## config.mk

```make
export PLATFORM = sky130hd
export DESIGN_NAME = cpk_queue
export DESIGN_NICKNAME = d
export VERILOG_FILES = /design/src/sv/cpk_pkg.sv /design/src/sv/cpk_queue.sv
export SDC_FILE = /design/constraint.sdc
export NUM_CORES = 1
export LEC_CHECK = 0
export ABC_CLOCK_PERIOD_IN_PS = 6500
export BUFFER_PORTS_ARGS = -buffer_cell sky130_fd_sc_hd__buf_2
export CAP_MARGIN = 40
export CORE_ASPECT_RATIO = 1.5
export CORE_UTILIZATION = 38
export CTS_CLUSTER_DIAMETER = 30
export CTS_CLUSTER_SIZE = 16
export DETAILED_ROUTE_END_ITERATION = 10
export PLACE_DENSITY = 0.58
export SETUP_SLACK_MARGIN = 0.15
export SLEW_MARGIN = 15
export SYNTH_ARGS = -nofsm -noshare
export SYNTH_HDL_FRONTEND = slang
export SYNTH_SLANG_ARGS = --single-unit
```

## constraint.sdc

```tcl
create_clock -name clk -period 6.5 [get_ports clk]
set_input_delay 0.65 -clock clk [delete_from_list [all_inputs] [get_ports clk]]
set_output_delay 0.65 -clock clk [all_outputs]
set_load 0.02 [all_outputs]
```

## src/sv/cpk_pkg.sv

```systemverilog
// ----------------------------------------------------------------------------
// cpk_pkg
// Types, constants and codes shared by the process capability block.
// ----------------------------------------------------------------------------
`default_nettype none
package cpk_pkg;

  localparam int CPK_MAX_SAMPLES = 1024;
  // widest count and sum over the whole range of the sample limit
  localparam int CPK_CNT_W = 17;
  localparam int CPK_SUM_W = 24 + CPK_CNT_W;
  localparam logic [23:0] CPK_QMAX = 24'h7FFFFF;
  localparam logic [23:0] CPK_QMIN = 24'h800000;

  localparam logic [1:0] CFG_NOMINAL = 2'd0;
  localparam logic [1:0] CFG_UPPER   = 2'd1;
  localparam logic [1:0] CFG_LOWER   = 2'd2;

  localparam logic [1:0] ST_OK      = 2'd0;
  localparam logic [1:0] ST_FEW     = 2'd1;
  localparam logic [1:0] ST_NO_SPRD = 2'd2;
  localparam logic [1:0] ST_DROPPED = 2'd3;

  typedef struct packed {
    logic signed [23:0] sample;
    logic               last;
  } in_t;

  typedef struct packed {
    logic signed [23:0] mean_value;
    logic [22:0]        std_dev;
    logic signed [23:0] cpk_upper;
    logic signed [23:0] cpk_lower;
    logic signed [23:0] cp_value;
    logic [10:0]        outside_count;
    logic [10:0]        sample_count;
    logic [1:0]         status;
  } out_t;

  typedef struct packed {
    logic signed [23:0] nominal;
    logic signed [23:0] upper_tol;
    logic signed [23:0] lower_tol;
  } cfg_regs_t;

  // one closed set handed from front to back
  typedef struct packed {
    logic signed [CPK_SUM_W-1:0] sum;
    logic [CPK_CNT_W-1:0]        cnt;
    logic [CPK_CNT_W-1:0]        tally;
    logic                        dropped;
  } job_t;

  typedef enum logic [3:0] {
    B_IDLE, B_MEAN, B_PASS, B_VAR, B_SQRT, B_DIVU, B_DIVL, B_DIVP, B_OUT
  } back_state_t;

endpackage
`default_nettype wire

```

## src/sv/cpk_queue.sv

```systemverilog
// ----------------------------------------------------------------------------
// cpk_queue
// Two-entry queue of closed sets between front and back.
// ----------------------------------------------------------------------------
`default_nettype none
module cpk_queue (
  input  wire logic          clk,
  input  wire logic          rst_n,
  input  wire logic          push,
  input  wire cpk_pkg::job_t din,
  input  wire logic          pop,
  output cpk_pkg::job_t      dout,
  output logic               empty
);
  import cpk_pkg::*;

  job_t       slot_r [2];
  logic       wp_r, rp_r;
  logic [1:0] fill_r;

  always_ff @(posedge clk) begin
    if (!rst_n) begin
      wp_r   <= 1'b0;
      rp_r   <= 1'b0;
      fill_r <= '0;
    end else begin
      if (push && fill_r != 2'd2) begin
        wp_r <= !wp_r;
      end
      if (pop && !empty) begin
        rp_r <= !rp_r;
      end
      fill_r <= fill_r + 2'(push && fill_r != 2'd2) - 2'(pop && !empty);
    end
  end

  always_ff @(posedge clk) begin
    if (push && fill_r != 2'd2) begin
      slot_r[wp_r] <= din;
    end
  end

  assign dout  = slot_r[rp_r];
  assign empty = fill_r == 2'd0;
endmodule
`default_nettype wire

```

==> results_dict.tcl <==
set metrics [dict create \
    status "complete, no violations" \
    drt_iter0_markers 103 \
    track_usage_pct 14.30 \
    postCtsSetupRepairBufs 0 \
    dp.cells 613 \
    clock_latency_ps 400 \
    postRouteAntennaNets 0 \
    max_freq_mhz 328.4 \
    report.final.slew_viol_count 0 \
    antenna_found_initial 2 \
    r2r.worst_path.cells 8 \
    grt_pass1_vias 3162 \
    worst_hold_path_type "in -> reg" \
    fin_setup_tns_ps 0 \
    yosys_most_used_dff "edfxtp_1" \
    avgRoutedWirePerCell_um 16.58 \
    slew_headroom_pct 53.59 \
    initial_core_util_pct 38.95 \
    synthCells 261 \
    rrSetupSlack_ps 4710 \
    cap_violations 0 \
    synth-async-reset-ratio_pct 0 \
    crit_chain "buf_4, mux2_2, buf_2" \
    crit_slowest_cell "dfxtp_4" \
    worstPathArrival_ps 2400 \
    cts_buffers 17 \
    synth-seq-cells 157 \
    met3_usage_pct 4.157 \
    synth-edff-count 152 \
    clock_path_buffers 2 \
    yosysTopAreaCellShare_pct 77.75 \
    path_max_fanout 39 \
    rows 55 \
    area_growth_syn_to_layout_pct 28.07 \
    fillers 1266 \
    multi_input_area_um2 1142 \
    drc_errors 0 \
    p_leak_nw 2.873 \
    start_kind "flop" \
    ys_seq_area_share_pct 79.45 \
    first_pass_iters 4 \
    die_area_um2 15960 \
    final-hold-violation-count 0 \
    stdcell_count 646 \
    fin_util_pct 49.89 \
    core-area_um2 15070 \
    port_buffers 156 \
    grt_pass1_wl_mm 16.46 \
    cts_root_buf "clkbuf_16" \
    ys_types 17 \
    met1_usage_pct 15.23 \
    slowest_delay_ps 720 \
    fin_worst_hold_slack_ps 427.7 \
    cts_tree "built" \
    criticalPathCategory "reg -> out" \
    dieHeight_um 154.2 \
    htree_levels 4 \
    grt_max_degree 58 \
    hold_start "din[19]" \
    yosysTopAreaCell "edfxtp_1" \
    seq_area_um2 4668 \
    num_vias 2914 \
    min_delay_path_depth 1 \
    cts.sinks 157 \
    synthMostInstantiatedCell "edfxtp_1" \
    gp_congestion 0.7027 \
    power.density_nw_per_um2 410.7 \
    cts_resized 0 \
    synth_area_um2 5871 \
    die_w_um 103.5 \
    rsz0062_at_grt "no" \
    synth_area_leaders "edfxtp_1, mux2_4, mux2_2" \
    r2r-end "fill_r[1]$_SDFF_PN0_" \
    setup_violations 0 \
    ctsHoldBuffers 0 \
    clock_skew_ps 6.503 \
    cp-end-kind "output pin" \
    tightest_slew_ps 696.2 \
    worst_ep_required_time_ps 5850 \
    io_pins 157 \
    yosys_warnings 0 \
    via_per_inst 4.511 \
    fin_nets 515 \
    grt.busiest_layer "met2" \
    irDropWorstVdd_uv 212.4 \
    clkSlewWorstSetupHoldPaths_ps 70 \
    hold_path_end "slot_r[0][19]$_DFFE_PP_" \
    avgSynthCellArea_um2 22.49 \
    synthesis.nets 343 \
    period_share_pct 46.85 \
    wirelength_mm 10.71 \
    hpwl_mm 7.225 \
    grtUsageMet2_pct 25.10 \
    fin_ws_ps 3455 \
    r2r_start "fill_r[1]$_SDFF_PN0_" \
    grt.overflow.total 0 \
    synth_commonest_cells "edfxtp_1, mux2_4, mux2_2" \
    drive_above_1_share_pct 60.99 \
    finalCriticalPeriod_ps 3045 \
    pre_cts_slack_ps 3833 \
]
## layout by cell type (no fill, tap or decap)
cell type / instances
bufinv_16: 2
dfxtp_1: 4
clkinv_2: 1
clkinv_4: 3
xnor2_1: 3
edfxtp_1: 152
buf_4: 3
inv_6: 5
nor2b_1: 2
buf_2: 156
nor2_4: 2
clkbuf_16: 17
nor2_1: 1
inv_1: 3
clkinvlp_4: 3
dfxtp_4: 1
o21a_1: 1
mux2_2: 36
ha_1: 2
clkinv_1: 1
diode_2: 1
mux2_4: 40
and2_1: 2
buf_16: 2
o21ai_2: 1
nand2_1: 2
mux2i_1: 1
## per-layer routing
layer  share of wire, %  vias up
met2                 55       98
met5              0.075        -
li1                   -     1375
met4                3.1        2
met3                4.8       20
met1                 37     1419
## worst max-delay path by stage
| stage | depth (start not counted) | start | to | slack [ps] |
|---|---|---|---|---|
| 2_1_floorplan | 2 | push | slot_r[0][0]$_DFFE_PP_ | 2090 |
| 3_3_place_gp | 3 | flop | dout[31] | 3840 |
| 3_5_place_dp | 3 | flop | dout[33] | 3830 |
| 4_1_cts | 3 | flop | dout[33] | 3380 |
| 5_1_grt | 3 | flop | dout[75] | 3290 |
| 6_report | 3 | flop | dout[33] | 3450 |
## where the power goes
part           internal [mW]  switching [mW]
clock                  0.571           0.396
combinational          0.347           0.435
sequential              1.27          0.0681
## layout make-up
class                           count  area share (%)
Clock buffer                       17           5.658
Timing Repair Buffer              161           11.42
Sequential cell                   157           62.09
Clock inverter                     15           2.147
Antenna cell                        1         0.03328
Inverter                            3          0.1498
Tap cell                          199           3.312
Multi-Input combinational cell     93           15.19
## stage by stage
stage | cell area [µm²] | total power, mW
after CTS | 7516 | 3.132
after global placement | 6874 | 2.135
after global routing | 7518 | 3.226
final | 7518 | 3.088
after detailed placement | 6929 | 2.160
after floorplan | 5871 | 1.921
## worst max-delay path: cells and delay by family, from the launching register on
family	cells	cell delay [ps]
buffers and inverters	2	830
flip-flops	1	720
multiplexers	1	410
## sequential cells by signal, indices dropped and copies added (netlist names), named ones only
signal  cells
wp_r        1
rp_r        1
fill_r      2
slot_r    152
## cell families (layout without fill, tap and decap cells)
family | Yosys count | count (layout) | synth area share, %
AO/OA/AOI/OAI | 2 | 2 | 0.2771
XOR/XNOR | 3 | 3 | 0.4477
adder cells (fa/ha/maj) | 2 | 2 | 0.4262
buffers and inverters | 11 | 196 | 1.343
flip-flops | 157 | 157 | 79.45
multiplexers | 77 | 77 | 17.31
other | 0 | 1 | 0
AND/OR/NAND/NOR | 9 | 9 | 0.7459
(Power assumes the default switching activity.)
