==> src/sv/cpk_pkg.sv <==
// ----------------------------------------------------------------------------
// cpk_pkg
// Types, constants and codes shared by the process capability block.
// ----------------------------------------------------------------------------
`default_nettype none
package cpk_pkg;

  localparam int CPK_MAX_SAMPLES = 1024;
  // widest count and sum over the whole range of the sample limit
  localparam int CPK_CNT_W = 17;
  localparam int CPK_SUM_W = 24 + CPK_CNT_W;
  localparam logic [23:0] CPK_QMAX = 24'h7FFFFF;
  localparam logic [23:0] CPK_QMIN = 24'h800000;

  localparam logic [1:0] CFG_NOMINAL = 2'd0;
  localparam logic [1:0] CFG_UPPER   = 2'd1;
  localparam logic [1:0] CFG_LOWER   = 2'd2;

  localparam logic [1:0] ST_OK      = 2'd0;
  localparam logic [1:0] ST_FEW     = 2'd1;
  localparam logic [1:0] ST_NO_SPRD = 2'd2;
  localparam logic [1:0] ST_DROPPED = 2'd3;

  typedef struct packed {
    logic signed [23:0] sample;
    logic               last;
  } in_t;

  typedef struct packed {
    logic signed [23:0] mean_value;
    logic [22:0]        std_dev;
    logic signed [23:0] cpk_upper;
    logic signed [23:0] cpk_lower;
    logic signed [23:0] cp_value;
    logic [10:0]        outside_count;
    logic [10:0]        sample_count;
    logic [1:0]         status;
  } out_t;

  typedef struct packed {
    logic signed [23:0] nominal;
    logic signed [23:0] upper_tol;
    logic signed [23:0] lower_tol;
  } cfg_regs_t;

  // one closed set handed from front to back
  typedef struct packed {
    logic signed [CPK_SUM_W-1:0] sum;
    logic [CPK_CNT_W-1:0]        cnt;
    logic [CPK_CNT_W-1:0]        tally;
    logic                        dropped;
  } job_t;

  typedef enum logic [3:0] {
    B_IDLE, B_MEAN, B_PASS, B_VAR, B_SQRT, B_DIVU, B_DIVL, B_DIVP, B_OUT
  } back_state_t;

endpackage
`default_nettype wire

==> src/sv/cpk_front.sv <==
// ----------------------------------------------------------------------------
// cpk_front
// Stores samples, keeps the running sum, count and out-of-limit tally.
// ----------------------------------------------------------------------------
`default_nettype none
module cpk_front #(
  parameter int MAX_SAMPLES = 1024,
  parameter int AW          = $clog2(MAX_SAMPLES)
) (
  input  wire logic              clk,
  input  wire logic              rst_n,
  input  wire logic              accept,
  input  wire cpk_pkg::in_t      in_data,
  input  wire cpk_pkg::cfg_regs_t cfg,
  output logic                   ram_we,
  output logic [AW-1:0]          ram_waddr,
  output logic                   push,
  output cpk_pkg::job_t          job
);
  import cpk_pkg::*;

  localparam int CW = $clog2(MAX_SAMPLES + 1);
  localparam int SW = 24 + CW;

  logic signed [SW-1:0] sum_r, sum_nxt;
  logic [CW-1:0]        cnt_r, cnt_nxt, tally_r, tally_nxt;
  logic                 drop_r, drop_nxt, full, outside;
  logic signed [24:0]   up_s, lo_s, x_s;

  always_comb begin
    up_s    = {cfg.nominal[23], cfg.nominal} + {cfg.upper_tol[23], cfg.upper_tol};
    lo_s    = {cfg.nominal[23], cfg.nominal} + {cfg.lower_tol[23], cfg.lower_tol};
    x_s     = {in_data.sample[23], in_data.sample};
    outside = (x_s > up_s) || (x_s < lo_s);
    full    = cnt_r == CW'(MAX_SAMPLES);
    sum_nxt   = sum_r;
    cnt_nxt   = cnt_r;
    tally_nxt = tally_r;
    drop_nxt  = drop_r;
    if (accept) begin
      if (full) begin
        drop_nxt = 1'b1;
      end else begin
        sum_nxt   = sum_r + SW'(in_data.sample);
        cnt_nxt   = cnt_r + CW'(1);
        tally_nxt = tally_r + CW'(outside);
      end
    end
    ram_we       = accept && !full;
    ram_waddr    = cnt_r[AW-1:0];
    push         = accept && in_data.last;
    job.sum      = CPK_SUM_W'(sum_nxt);
    job.cnt      = CPK_CNT_W'(cnt_nxt);
    job.tally    = CPK_CNT_W'(tally_nxt);
    job.dropped  = drop_nxt;
  end

  always_ff @(posedge clk) begin
    if (!rst_n || push) begin
      sum_r   <= '0;
      cnt_r   <= '0;
      tally_r <= '0;
      drop_r  <= 1'b0;
    end else begin
      sum_r   <= sum_nxt;
      cnt_r   <= cnt_nxt;
      tally_r <= tally_nxt;
      drop_r  <= drop_nxt;
    end
  end
endmodule
`default_nettype wire

==> config.mk <==
export PLATFORM = sky130hd
export DESIGN_NAME = cpk_front
export DESIGN_NICKNAME = d
export VERILOG_FILES = /design/src/sv/cpk_pkg.sv /design/src/sv/cpk_front.sv
export SDC_FILE = /design/constraint.sdc
export NUM_CORES = 1
export LEC_CHECK = 0
export BUFFER_PORTS_ARGS = -buffer_cell sky130_fd_sc_hd__buf_2
export CAP_MARGIN = 10
export CELL_PAD_IN_SITES_DETAIL_PLACEMENT = 0
export CELL_PAD_IN_SITES_GLOBAL_PLACEMENT = 1
export CORE_MARGIN = 3
export CORE_UTILIZATION = 43
export CTS_CLUSTER_DIAMETER = 200
export DETAILED_ROUTE_END_ITERATION = 16
export PLACE_DENSITY = 0.87
export SYNTH_ARGS = -nofsm -noshare
export SYNTH_HDL_FRONTEND = slang
export SYNTH_SLANG_ARGS = --single-unit
==> constraint.sdc <==
create_clock -name clk -period 8.85 [get_ports clk]
set_clock_uncertainty 0.05 [all_clocks]
set_input_delay 0.885 -clock clk [delete_from_list [all_inputs] [get_ports clk]]
set_output_delay 0.885 -clock clk [all_outputs]
set_load 0.005 [all_outputs]
==> summary.txt, run 1 <==
1st-iter DRT viols: 375
Non-Filler Instances: 1381
Measured slew at the worst slew-check pin: 0.727 ns
DRT met1 WL: 10100 microns
TritonCTS clock tree: yes
Largest net degree at the start of global routing: 59
Final nets: 1389
Average size of a mapped cell: 7.74 sq um
Min setup slack post-route: 1.80 ns
PwrDens: 134 nW/um^2
Fin util: 51.2%
IO buf count: 175
Min-delay worst type: reg2reg
Status: completed
Sequential cell area: 1160 sq um
RSZ-0062 raised after global routing: no
Top cell type's share of synthesized area: 21.8%
CTS Root Cell: clkbuf_16
Minimum clock period: 7.05 ns
Die height: 140 microns
Ant diodes: 0
Crit end category: output port
Final setup vio count: 0
Num rows: 48
Cell Count Post-Placement: 1365
Fillers: 1753
Final Hold Vio Count: 0
Synth Instances: 1002
Max Clock Freq: 142 MHz
Worst-Skew Late Latency: 0.32 ns
Setup WS pre-CTS: 1.81 ns
YS warnings: 0
GRT Residual Overflow: 0
Avg Vias per Cell: 5.44
Layout cells sized above 1: 18.5%
Worst slew margin: 51.0%
Final ANT Viol Nets: 0
H-tree lvl count: 3
Wire length on met2: 9230 microns
Die area: 19700 sq um
Worst-case clock buffer depth: 2
Synth Register Bits: 58
Multi-input logic area: 6230 sq um
Primary FF master, synth: dfxtp_1
Critical path type: in2out
CORE AREA: 17500 sq um
Fin crit share: 79.6%
Initial antenna violation count: 0
Hold_buf cts: 0
Gpl congestion: 0.877
Post-Route WL: 20500 microns
CTS resizes: 0
Ys async rst share: 0%
Netlist cell types: 69
Setup tns final: 0 ns
Global Route Usage Sum: 20.4%
Synth area leaders: ha_1 22%, dfxtp_1 15%, a21oi_1 6.5%
Clk slew on worst S/H paths: 0.06 ns
Mapped cell area: 7750 sq um
Setup Fix Bufs, Post-CTS: 0
Max Slew Vio Count: 0
Seq/Total Area, Yosys: 15.0%
DR DRC count: 0
IO Count: 188
Starting Density: 44.4%
Top layer in use: met4
Number of flops mapped to enable cells by yosys: 0
Leak pwr: 4.51 nW
Clock Sinks: 58
P&R area growth vs syn: 15.4%
CP Launch Type: input pin
Width of the die: 140 microns
Crit path required time: 7.92 ns
Pre-antenna DRT Iters: 5
Vias in the first global route: 7014
Via Count: 7514
Total power draw: 0.00120 W
Max-Cap Viols: 0
Arr. time, crit path: 6.11 ns
Cell taking the most area after synthesis: ha_1
Avg WL per Cell: 14.9 microns
Max FO, Critical Path: 3
Global-route wire length before repair: 33700 microns
Total CTS buffers: 9
DP HPWL: 16700 microns
Met3 WL: 1000 microns
Peak supply drop: 0.0000892 V
-- worst paths after layout --
| check | from | to | slack [ns] | cells past startpoint |
|---|---|---|---|---|
| max | cfg[24] | job[11] | 1.80 | 25 |
| min | sum_r[21] | sum_r[21] | 0.43 | 2 |
| max reg2reg | sum_r[0] | sum_r[34] | 5.55 | 12 |
| min reg2reg | sum_r[21] | sum_r[21] | 0.43 | 2 |
-- power breakdown --
part | switching, W | internal, W | total [W]
Combinational | 0.000326 | 0.000261 | 0.000587
Sequential | 0.00000852 | 0.000276 | 0.000285
Clock | 0.000129 | 0.000197 | 0.000326
Total | 0.000464 | 0.000734 | 0.00120
-- worst max-delay path, cell delays in order --
cell and delay [ns]:
buf_2 0.10, ha_1 0.22, fa_1 0.40, a21o_1 0.17
a21oi_1 0.21, nor2b_1 0.09, o41ai_1 0.55, a311o_1 0.32
a31oi_1 0.11, nor2_1 0.14, o21ai_0 0.13, xnor2_1 0.15
ha_1 0.29, and4_1 0.17, nand3_1 0.10, nor4_1 0.38
a21oi_1 0.12, o211ai_1 0.30, ha_1 0.23, ha_1 0.19
nand3_1 0.08, or2_1 0.26, nor3_1 0.20, xor2_1 0.18
buf_2 0.14
-- layout by cell type (no fill, tap or decap), types with 10 or more instances in the layout --
| cell type | count |
|---|---|
| o21bai_1 | 10 |
| o21a_1 | 13 |
| a21oi_1 | 100 |
| conb_1 | 12 |
| dfxtp_1 | 58 |
| nand2b_1 | 12 |
| buf_2 | 175 |
| nor3_1 | 13 |
| nand4_1 | 19 |
| inv_1 | 28 |
| a21o_1 | 50 |
| o21ai_0 | 48 |
| xnor2_1 | 50 |
| nand2_1 | 119 |
| nor2b_1 | 55 |
| nor2_1 | 52 |
| nand3_1 | 25 |
| xor2_1 | 33 |
| o21ai_1 | 12 |
| ha_1 | 135 |
-- cells by family (layout without fill, tap and decap cells) --
logic type	after synthesis	after routing	synth area share (%)
simple gates	335	335	21.2
compound gates	297	297	25.0
fa+ha+maj	138	138	22.6
xor+xnor	83	83	9.38
buf+inv	79	222	5.31
flops	58	58	15.0
mux	11	11	1.53
other cells	1	12	0.0484
-- metrics by stage --
step                cell area [sq um]  hold WS [ns]
floorplan                        7790         0.408
global placement                 8670         0.418
detailed placement               8670         0.424
CTS                              8950         0.432
global route                     8950         0.451
finish                           8950         0.430
-- cells in the mapped netlist, types with 8 or more instances --
library cell and count:
o21a_1 13, nor2b_1 55, buf_4 29, a21oi_1 100, nor3_1 13, o21bai_1 10
o21ai_1 12, nand3_1 25, nand4_1 19, o21ai_0 48, and2_1 8, xnor2_1 50
xor2_1 33, nor2_1 52, clkbuf_1 16, a21o_1 50, inv_1 28, ha_1 135
a31oi_1 8, dfxtp_1 58, nand2b_1 14, nand2_1 119
-- layout make-up --
type                    instances  area share (%)
multi-input cells             876            69.6
flip-flops and latches         58            13.0
repair buffers                177            9.95
well taps                     225            3.15
clock buffers                  10            2.67
inverters                      29            1.22
clock inverters                 6           0.475
-- flip-flops by register name, summed over array words and instances, names as in the netlist --
register	count
sum_r	35
drop_r	1
tally_r	11
cnt_r	11
-- per-layer routing --
layer  up-vias  GRT usage, %
li1       3897             -
met1      3407          28.1
met2       190          34.3
met3        20          3.04
met4         0          3.31
met5         -             0
Note: power is estimated with default switching activity, not from simulation.
==> run 2: changes to the inputs <==
CORE_UTILIZATION = 36   (was 43)
PLACE_DENSITY = 0.77   (was 0.87)
clock period = 6.25 ns   (was 8.85 ns; I/O delays follow)
==> summary.txt, run 2 (synthesis gave the netlist of run 1 again) <==
Pre-antenna DRT Iters: 5
Total CTS buffers: 9
Max Clock Freq: 169 MHz
Max-Cap Viols: 0
Final ANT Viol Nets: 0
Max Slew Vio Count: 0
Peak supply drop: 0.000107 V
Initial antenna violation count: 0
Arr. time, crit path: 5.25 ns
Layout cells sized above 1: 21.7%
Commonest non-fill, non-tap cell in the layout: buf_2
Cell Area, Placed: 8790 sq um
Critical path's slowest cell: mux2_2
Width of the die: 153 microns
Avg Vias per Cell: 5.20
Final hold slack: 0.435 ns
Status: completed
DP HPWL: 17600 microns
Cell Count Post-Placement: 1423
Max FO, Critical Path: 5
Via Count: 7505
Hold_buf cts: 0
CORE AREA: 21100 sq um
Sequential cell area: 1160 sq um
Non-Filler Instances: 1444
Final Hold Vio Count: 0
Crit end category: output port
Flip-flop count of the largest register after layout: 35
CP Launch Type: input pin
Slowest stage delay, CP: 0.34 ns
P&R area growth vs syn: 20.4%
PwrDens: 195 nW/um^2
Global Route Usage Sum: 18.1%
Most frequent cells in the layout: 175 x buf_2, 132 x ha_1, 119 x nand2_1
Starting Density: 36.8%
Vias in the first global route: 7274
Gpl congestion: 0.856
Avg WL per Cell: 15.1 microns
Reg with most FFs: sum_r
Final setup vio count: 0
Global-route wire length before repair: 35600 microns
Measured slew at the worst slew-check pin: 0.712 ns
IO buf count: 175
Ant diodes: 0
CTS Root Cell: clkbuf_16
Min-delay worst type: reg2reg
IO Count: 188
Largest net degree at the start of global routing: 59
Final instance area: 9340 sq um
Worst-case clock buffer depth: 2
GRT Residual Overflow: 0
Die area: 23300 sq um
Num rows: 53
Final nets: 1402
Worst slew margin: 52.5%
Post-Route WL: 21800 microns
Fillers: 2180
Minimum clock period: 5.93 ns
Clock Sinks: 58
Leak pwr: 4.65 nW
Worst-Skew Late Latency: 0.33 ns
TritonCTS clock tree: yes
H-tree lvl count: 3
Critical path type: in2out
Crit path required time: 5.57 ns
Fin crit share: 94.8%
DR DRC count: 0
Die height: 153 microns
1st-iter DRT viols: 378
Clk slew on worst S/H paths: 0.06 ns
Multi-input logic area: 6410 sq um
Largest registers: sum_r: 35 flops, cnt_r: 11 flops, tally_r: 11 flops
==> run 2: cell count changes in the layout (fill, tap and decap cells not counted), moves of 3 or more <==
cell	delta
buf_4	+13
ha_1	-3
ha_4	+3
a31oi_2	+3
o21ai_0	-5
a21oi_2	+5
o21ai_1	+4
a21oi_1	-5
a31oi_1	-3
==> run 2: per-stage QoR <==
stage                     power [W]  util, %  setup TNS (ns)  setup slack (ns)
after floorplan             0.00101        -               0             0.667
after global placement      0.00125     41.7               0            0.0475
after detailed placement    0.00125     41.7          -0.101            -0.101
after CTS                   0.00181     43.3               0            0.0391
after global routing        0.00198     44.3         -0.0291           -0.0136
final                       0.00182     44.3               0             0.323
==> run 2: cell type report <==
type	instances	share of cell area, %
sequential	58	12.4
tap	275	3.68
clock buffer	9	2.41
timing repair buffer	190	10.6
inverter	29	1.17
clock inverter	7	1.09
multi-input combinational	876	68.6
==> run 2: per-layer routing <==
metal,routed length [microns],part of all wire [%],vias up,global-route usage [%]
li1,-,-,3930,-
met1,10900,50,3377,25.1
met2,9740,45,186,30.0
met3,1040,4.8,12,3.27
met4,136,0.62,0,2.63
met5,0,0,-,0
==> run 2: worst max-delay path: cells and delay by family <==
| kind | cells | cell delay (ns) |
|---|---|---|
| AOI/OAI and AO/OA | 10 | 1.76 |
| adders and majority gates | 4 | 0.82 |
| and+or+nand+nor | 7 | 0.72 |
| buffers and inverters | 4 | 0.62 |
| xor gates and xnor gates | 2 | 0.35 |
| muxes | 1 | 0.34 |
==> run 2: timing repair <==
action                                  CTS  global route
endpoints found under the setup margin    3             9
pin swaps                                 0            20
buffers inserted                          0             5
resized for setup                         3            36
==> run 2: path summary, 6_finish.rpt <==
check	endpoint	slack, ns	start	depth (start not counted)
worst min register to register	sum_r[12]	0.43	sum_r[12]	2
worst max register to register	sum_r[34]	2.91	sum_r[0]	12
worst min-delay path	sum_r[12]	0.43	sum_r[12]	2
worst max-delay path	job[11]	0.32	cfg[49]	28
==> run 2: report_power, final <==
group          leakage [nW]  internal (W)  switching [W]
logic                  4.03      0.000391       0.000482
clock network         0.153      0.000352       0.000192
registers             0.473      0.000391      0.0000126
total                  4.65       0.00113       0.000687
