### src/sv/cpk_pkg.sv
// ----------------------------------------------------------------------------
// cpk_pkg
// Types, constants and codes shared by the process capability block.
// ----------------------------------------------------------------------------
`default_nettype none
package cpk_pkg;

  localparam int CPK_MAX_SAMPLES = 1024;
  // widest count and sum over the whole range of the sample limit
  localparam int CPK_CNT_W = 17;
  localparam int CPK_SUM_W = 24 + CPK_CNT_W;
  localparam logic [23:0] CPK_QMAX = 24'h7FFFFF;
  localparam logic [23:0] CPK_QMIN = 24'h800000;

  localparam logic [1:0] CFG_NOMINAL = 2'd0;
  localparam logic [1:0] CFG_UPPER   = 2'd1;
  localparam logic [1:0] CFG_LOWER   = 2'd2;

  localparam logic [1:0] ST_OK      = 2'd0;
  localparam logic [1:0] ST_FEW     = 2'd1;
  localparam logic [1:0] ST_NO_SPRD = 2'd2;
  localparam logic [1:0] ST_DROPPED = 2'd3;

  typedef struct packed {
    logic signed [23:0] sample;
    logic               last;
  } in_t;

  typedef struct packed {
    logic signed [23:0] mean_value;
    logic [22:0]        std_dev;
    logic signed [23:0] cpk_upper;
    logic signed [23:0] cpk_lower;
    logic signed [23:0] cp_value;
    logic [10:0]        outside_count;
    logic [10:0]        sample_count;
    logic [1:0]         status;
  } out_t;

  typedef struct packed {
    logic signed [23:0] nominal;
    logic signed [23:0] upper_tol;
    logic signed [23:0] lower_tol;
  } cfg_regs_t;

  // one closed set handed from front to back
  typedef struct packed {
    logic signed [CPK_SUM_W-1:0] sum;
    logic [CPK_CNT_W-1:0]        cnt;
    logic [CPK_CNT_W-1:0]        tally;
    logic                        dropped;
  } job_t;

  typedef enum logic [3:0] {
    B_IDLE, B_MEAN, B_PASS, B_VAR, B_SQRT, B_DIVU, B_DIVL, B_DIVP, B_OUT
  } back_state_t;

endpackage
`default_nettype wire

### src/sv/cpk_div.sv
// ----------------------------------------------------------------------------
// cpk_div
// Unsigned restoring divider, 64 by 64 bits, one quotient bit per cycle.
// ----------------------------------------------------------------------------
`default_nettype none
module cpk_div (
  input  wire logic        clk,
  input  wire logic        rst_n,
  input  wire logic        start,
  input  wire logic [63:0] num,
  input  wire logic [63:0] den,
  output logic             done,
  output logic      [63:0] quo
);
  logic        busy_r, done_r;
  logic [5:0]  cnt_r;
  logic [63:0] rem_r, quo_r, den_r;
  logic [64:0] trial;
  logic        fits;

  always_comb begin
    trial = {rem_r, quo_r[63]};
    fits  = trial >= {1'b0, den_r};
  end

  always_ff @(posedge clk) begin
    if (!rst_n) begin
      busy_r <= 1'b0;
      done_r <= 1'b0;
      cnt_r  <= '0;
    end else begin
      done_r <= 1'b0;
      if (start) begin
        busy_r <= 1'b1;
        cnt_r  <= '0;
      end else if (busy_r) begin
        cnt_r <= cnt_r + 6'd1;
        if (cnt_r == 6'd63) begin
          busy_r <= 1'b0;
          done_r <= 1'b1;
        end
      end
    end
  end

  always_ff @(posedge clk) begin
    if (start) begin
      rem_r <= '0;
      quo_r <= num;
      den_r <= den;
    end else if (busy_r) begin
      rem_r <= fits ? 64'(trial - {1'b0, den_r}) : trial[63:0];
      quo_r <= {quo_r[62:0], fits};
    end
  end

  assign done = done_r;
  assign quo  = quo_r;
endmodule
`default_nettype wire

### src/sv/cpk_back.sv
// ----------------------------------------------------------------------------
// cpk_back
// Mean, squared deviation pass, square root and capability indices.
// ----------------------------------------------------------------------------
`default_nettype none
module cpk_back #(
  parameter int AW = 10
) (
  input  wire logic               clk,
  input  wire logic               rst_n,
  input  wire cpk_pkg::cfg_regs_t cfg,
  input  wire logic               q_empty,
  input  wire cpk_pkg::job_t      q_dout,
  output logic                    q_pop,
  output logic [AW-1:0]           ram_raddr,
  input  wire logic [23:0]        ram_rdata,
  output logic                    out_valid,
  output cpk_pkg::out_t           out_data,
  output logic                    busy
);
  import cpk_pkg::*;

  back_state_t state_r, state_nxt;
  job_t        job_r;
  logic signed [23:0] mean_r, cpku_r, cpkl_r, cp_r;
  logic [22:0] sd_r;
  logic [1:0]  status_r;
  logic [63:0] acc_r, sqv_r, sqres_r, sqbit_r;
  logic [CPK_CNT_W-1:0] rd_cnt_r;
  logic        v1_r, v2_r, issued_r, out_valid_r;
  logic [48:0] sq_r;
  out_t        out_r;

  logic        div_start, div_done, neg_s, pass_rd, pass_end;
  logic [63:0] div_num, div_den, div_quo, sq_try, den3;
  logic signed [24:0] up_s, lo_s, rng_s, d_s;
  logic signed [25:0] du_s, dl_s;
  logic [25:0] mag_u, mag_l;
  logic [CPK_SUM_W-1:0] sum_mag;
  logic [64:0] acc_sum;
  logic [22:0] sd_sat;
  logic [49:0] sq_full;

  function automatic logic [23:0] sat_q(input logic [63:0] q, input logic neg);
    if (neg) begin
      return (q > 64'h800000) ? CPK_QMIN : -q[23:0];
    end
    return (q > 64'(CPK_QMAX)) ? CPK_QMAX : q[23:0];
  endfunction

  cpk_div u_div (
    .clk(clk), .rst_n(rst_n), .start(div_start), .num(div_num), .den(div_den),
    .done(div_done), .quo(div_quo)
  );

  always_comb begin
    up_s    = {cfg.nominal[23], cfg.nominal} + {cfg.upper_tol[23], cfg.upper_tol};
    lo_s    = {cfg.nominal[23], cfg.nominal} + {cfg.lower_tol[23], cfg.lower_tol};
    rng_s   = {cfg.upper_tol[23], cfg.upper_tol} - {cfg.lower_tol[23], cfg.lower_tol};
    du_s    = {up_s[24], up_s} - {{2{mean_r[23]}}, mean_r};
    dl_s    = {{2{mean_r[23]}}, mean_r} - {lo_s[24], lo_s};
    mag_u   = du_s[25] ? 26'(-du_s) : 26'(du_s);
    mag_l   = dl_s[25] ? 26'(-dl_s) : 26'(dl_s);
    sum_mag = job_r.sum[CPK_SUM_W-1] ? CPK_SUM_W'(-job_r.sum) : CPK_SUM_W'(job_r.sum);
    den3    = 64'({sd_r, 1'b0}) + 64'(sd_r);
    div_num = '0;
    div_den = 64'd1;
    neg_s   = 1'b0;
    case (state_r)
      B_MEAN: begin
        div_num = 64'(sum_mag);
        div_den = 64'(job_r.cnt);
        neg_s   = job_r.sum[CPK_SUM_W-1];
      end
      B_VAR: begin
        div_num = acc_r;
        div_den = 64'(job_r.cnt - CPK_CNT_W'(1));
      end
      B_DIVU: begin
        div_num = 64'(mag_u) << 12;
        div_den = den3;
        neg_s   = du_s[25];
      end
      B_DIVL: begin
        div_num = 64'(mag_l) << 12;
        div_den = den3;
        neg_s   = dl_s[25];
      end
      B_DIVP: begin
        div_num = rng_s[24] ? 64'(-rng_s) << 12 : 64'(rng_s) << 12;
        div_den = den3 << 1;
        neg_s   = rng_s[24];
      end
      default: ;
    endcase
    div_start = !issued_r && (state_r == B_MEAN || state_r == B_VAR ||
                state_r == B_DIVU || state_r == B_DIVL || state_r == B_DIVP);
    pass_rd   = state_r == B_PASS && rd_cnt_r != job_r.cnt;
    pass_end  = state_r == B_PASS && rd_cnt_r == job_r.cnt && !v1_r && !v2_r;
    ram_raddr = rd_cnt_r[AW-1:0];
    d_s       = {ram_rdata[23], ram_rdata} - {mean_r[23], mean_r};
    sq_full   = 50'(d_s * d_s);
    acc_sum   = {1'b0, acc_r} + 65'(sq_r);
    sq_try    = sqres_r + sqbit_r;
    sd_sat    = (sqres_r > 64'(CPK_QMAX)) ? CPK_QMAX[22:0] : sqres_r[22:0];
    q_pop     = state_r == B_IDLE && !q_empty;
  end

  always_comb begin
    state_nxt = state_r;
    case (state_r)
      B_IDLE: if (!q_empty) state_nxt = B_MEAN;
      B_MEAN: if (div_done) state_nxt = (job_r.cnt < CPK_CNT_W'(2)) ? B_OUT : B_PASS;
      B_PASS: if (pass_end) state_nxt = B_VAR;
      B_VAR:  if (div_done) state_nxt = B_SQRT;
      B_SQRT: if (sqbit_r == '0) state_nxt = (sd_sat == '0) ? B_OUT : B_DIVU;
      B_DIVU: if (div_done) state_nxt = B_DIVL;
      B_DIVL: if (div_done) state_nxt = B_DIVP;
      B_DIVP: if (div_done) state_nxt = B_OUT;
      B_OUT:  state_nxt = B_IDLE;
      default: state_nxt = B_IDLE;
    endcase
  end

  always_ff @(posedge clk) begin
    if (!rst_n) begin
      state_r     <= B_IDLE;
      issued_r    <= 1'b0;
      v1_r        <= 1'b0;
      v2_r        <= 1'b0;
      out_valid_r <= 1'b0;
    end else begin
      state_r     <= state_nxt;
      out_valid_r <= state_r == B_OUT;
      v1_r        <= pass_rd;
      v2_r        <= v1_r;
      if (div_start) begin
        issued_r <= 1'b1;
      end else if (div_done) begin
        issued_r <= 1'b0;
      end
    end
  end

  always_ff @(posedge clk) begin
    case (state_r)
      B_IDLE: begin
        job_r    <= q_dout;
        sd_r     <= '0;
        cpku_r   <= '0;
        cpkl_r   <= '0;
        cp_r     <= '0;
        acc_r    <= '0;
        rd_cnt_r <= '0;
        status_r <= ST_FEW;
      end
      B_MEAN: if (div_done) mean_r <= sat_q(div_quo, neg_s);
      B_PASS: begin
        if (pass_rd) rd_cnt_r <= rd_cnt_r + CPK_CNT_W'(1);
        if (v1_r) sq_r <= sq_full[48:0];
        // saturate the sum of squares rather than wrap
        if (v2_r) acc_r <= acc_sum[64] ? '1 : acc_sum[63:0];
      end
      B_VAR: if (div_done) begin
        sqv_r   <= div_quo;
        sqres_r <= '0;
        sqbit_r <= 64'd1 << 62;
      end
      B_SQRT: begin
        if (sqbit_r != '0) begin
          if (sqv_r >= sq_try) begin
            sqv_r   <= sqv_r - sq_try;
            sqres_r <= (sqres_r >> 1) + sqbit_r;
          end else begin
            sqres_r <= sqres_r >> 1;
          end
          sqbit_r <= sqbit_r >> 2;
        end else begin
          sd_r     <= sd_sat;
          status_r <= job_r.dropped ? ST_DROPPED : ((sd_sat == '0) ? ST_NO_SPRD : ST_OK);
        end
      end
      B_DIVU: if (div_done) cpku_r <= sat_q(div_quo, neg_s);
      B_DIVL: if (div_done) cpkl_r <= sat_q(div_quo, neg_s);
      B_DIVP: if (div_done) cp_r <= sat_q(div_quo, neg_s);
      B_OUT: begin
        out_r.mean_value    <= mean_r;
        out_r.std_dev       <= sd_r;
        out_r.cpk_upper     <= cpku_r;
        out_r.cpk_lower     <= cpkl_r;
        out_r.cp_value      <= cp_r;
        out_r.outside_count <= job_r.tally[10:0];
        out_r.sample_count  <= job_r.cnt[10:0];
        out_r.status        <= status_r;
      end
      default: ;
    endcase
  end

  assign out_valid = out_valid_r;
  assign out_data  = out_r;
  assign busy      = state_r != B_IDLE;
endmodule
`default_nettype wire

### config.mk
export PLATFORM = sky130hd
export DESIGN_NAME = cpk_back
export DESIGN_NICKNAME = d
export VERILOG_FILES = /design/src/sv/cpk_pkg.sv /design/src/sv/cpk_div.sv /design/src/sv/cpk_back.sv
export SDC_FILE = /design/constraint.sdc
export NUM_CORES = 2
export LEC_CHECK = 0
export BUFFER_PORTS_ARGS = -buffer_cell sky130_fd_sc_hd__buf_2
export CAP_MARGIN = 20
export CORE_AREA = 2 2 365 367
export DETAILED_ROUTE_END_ITERATION = 12
export DIE_AREA = 0 0 367 369
export PLACE_DENSITY = 0.78
export REMOVE_ABC_BUFFERS = 1
export SETUP_SLACK_MARGIN = 0.3
export SYNTH_ARGS = -nofsm -noshare
export SYNTH_HDL_FRONTEND = slang
export SYNTH_SLANG_ARGS = --single-unit
### constraint.sdc
create_clock -name clk -period 17.9 [get_ports clk]
set_clock_uncertainty 0.1 [all_clocks]
set_input_delay 0.895 -clock clk [delete_from_list [all_inputs] [get_ports clk]]
set_output_delay 0.895 -clock clk [all_outputs]
set_load 0.01 [all_outputs]
==> results.yml <==
clocking:
  cts_buffers: 83
  clockBufferDepth: 3
  post_cts_buffers: 0
  cts_sinks: 794
  cts-hold-fix-buffers: 0
  cts-root-buf: "clkbuf_16"
  clkTransAtPathRegs_ns: 0.07
  cts_resized: 0
  clk_latency_ns: 0.71
  cts_tree: "built"
  cts.htree.levels: 3
route:
  drt-total-wl_mm: 227
  drc_errors: 0
  drt_iter0_drc: 6514
  vias: 61831
  drt_first_pass_iters: 6
  wl_per_cell_um: 22.6
  ant_nets: 0
  viasPerCell: 6.16
setup_path:
  cp_common_cell: "fa_1"
  worst_setup_path_end_kind: "flip-flop"
  critPathArrivalTime_ns: 12.57
  cp_data_required_time_ns: 18.22
  worst_path_largest_cell_delay_ns: 0.78
  cp_slowest_cell: "clkinv_1"
  criticalPathCategory: "flip-flop to flip-flop"
  crit_fanout: 18
  critPathLaunchType: "flip-flop"
synth:
  synth_edf_count: 714
  synth_top_area_share_pct: 28.3
  synth_compound_area_share_pct: 16.0
  synth_top_family_by_area: "adder cells"
  yosys.area.top_type: "edfxtp_1"
  yosysUniqueCellTypes: 94
  synthSimpleGateAreaFrac_pct: 13.8
  async_flop_share_pct: 0
  yosys_warnings: 0
  synth_cells: 8051
  synth_mux_area_share_pct: 0.694
  netlist_area_sq_mm: 0.0757
  synth_area_per_cell_sq_um: 9.41
  synth_ff_type: "edfxtp_1"
  ys_ff_latch: 794
  synth_xor_area_share_pct: 6.51
  yosys-top-cells-area: "edfxtp_1 (28%), fa_1 (17%), ha_1 (8.5%)"
  ys_seq_area_share_pct: 30.4
  synthAdderAreaFrac_pct: 25.9
floorplanning:
  coreArea_sq_mm: 0.131
  die-area_sq_mm: 0.135
  start_util_pct: 57.8
  die_y_um: 369
  die_x_um: 367
  io_pins: 331
  rows: 133
grt:
  grt_max_degree: 89
  grt_pass1_wl_mm: 350
  grt_usage_pct: 33.2
  overflow: 0
  grt_pass1_vias: 61100
  antenna_found_initial: 6
run:
  drv_cap: 0
layout:
  layout.cells.non_filler: 10030
  drive_gt1_share_pct: 7.81
  area_delta_synth_final_pct: 8.24
  fin_nets: 9552
  final_core_util_pct: 62.5
timing:
  timing_hold_violations_final: 0
  rsz0062_at_grt: "no"
  timing.final.crit_share_pct: 68.4
  max-slew-margin-rel_pct: 12.8
  setup_violations: 0
  max_freq_ghz: 0.0816
  finalSetupTns_ns: 0
  worst_pin_slew_ns: 1.31
  min_period_ns: 12.25
  slew_violations: 0
placement:
  dpl.cell_count: 9870
  gp_congestion: 0.995
  hpwl_mm: 178
  numPortBuffers: 324
worst_hold_path:
  worstHoldPathType: "primary input to flip-flop"
run_status:
  run_status: "finished, final reports clean"
-- final cells by class --
class | count | area [sq um]
fillers | 11002 | 49100
multi-input cells | 5926 | 47800
flip-flops and latches | 794 | 23000
inverters | 994 | 3740
repair buffers | 406 | 2330
well taps | 1755 | 2200
clock buffers | 97 | 2150
clock inverters | 56 | 717
diodes | 2 | 5.00
-- sequential cells by signal, summed over array words and instances, names as in the netlist, 6 cells and up --
name         flops
sqbit_r         32
rd_cnt_r        17
sd_r            23
u_div.rem_r     64
sq_r            48
out_data       143
mean_r          24
cpkl_r          24
sqres_r         64
u_div.den_r     27
u_div.quo       64
cp_r            24
cpku_r          24
job_r           70
acc_r           64
u_div.cnt_r      6
sqv_r           64
-- cells by family (layout without fill, tap and decap cells) --
logic type,after synthesis,after routing
muxes,52,52
DFF,794,794
AOI/OAI and AO/OA,1886,1886
xor gates and xnor gates,563,563
other,0,2
adders and majority gates,1173,1173
buffers and inverters,1331,1553
and+or+nand+nor,2252,2252
-- path summary, 6_finish.rpt --
path | cells after the start | endpoint | slack [ns] | startpoint
max | 39 | sq_r[47] | 5.65 | mean_r[1]
min | 1 | job_r[49] | 0.27 | q_dout[49]
max reg2reg | 39 | sq_r[47] | 5.65 | mean_r[1]
min reg2reg | 0 | out_data[32] | 0.31 | cp_r[8]
-- cell usage in the layout, fill, tap and decap left out, types with 24 or more instances in the layout --
cell	instances
mux2i_1	48
xnor2_1	326
a211oi_1	78
and3_1	91
and2_1	55
nand2b_1	63
o21bai_1	68
a21o_1	201
fa_1	656
nand2_1	687
xor2_1	233
nand3_1	126
nor3_1	110
o21a_1	55
o221ai_1	24
clkbuf_16	83
nand4_1	96
buf_4	74
nor2_1	712
o31ai_1	48
o21ai_0	446
edfxtp_1	714
or2_2	28
a31oi_1	108
or3_1	59
inv_1	984
nor4_1	55
nor2b_1	71
dfxtp_1	79
a221oi_1	67
buf_2	325
a21oi_1	505
ha_1	516
-- per-layer routing --
layer / global-route usage, % / vias to the layer above / part of all wire (%)
met5: 0 / - / 0.012
met4: 14.7 / 4 / 5.0
met3: 5.85 / 513 / 8.9
met2: 54.2 / 2850 / 46
met1: 43.4 / 30175 / 40
li1: - / 28289 / -
-- synthesized netlist by cell type (all sizes together), types with 55 or more instances --
cell	count
o21a	55
a211oi	78
o21ai	455
nand3	128
xnor2	329
clkbuf	296
inv	988
nor2b	71
a21o	201
a31oi	108
nand4	96
a221oi	70
o21bai	68
xor2	234
or3	62
nor2	715
and3	91
ha	516
a21oi	505
nand2	689
nand2b	65
and2	57
nor4	59
fa	656
nor3	114
edfxtp	714
dfxtp	80
-- critical path: cells and delay by family (launching register included) --
family | cells | cell delay [ns]
xor+xnor | 2 | 0.23
flops | 1 | 0.65
simple gates | 5 | 1.05
fa+ha+maj | 9 | 4.48
buf+inv | 8 | 1.63
compound gates | 15 | 3.79
-- stage by stage --
stage	cell area [sq um]	hold WS (ns)	worst slack, ns
global route	82000	0.253	5.10
CTS	81900	0.229	5.78
floorplan	74400	0.300	1.51
detailed placement	79000	0.305	5.55
finish	82000	0.267	5.65
global placement	79000	0.300	5.72
Power is not shown: default switching activity piles up to over one toggle a cycle in this logic, so the estimate is an artifact.
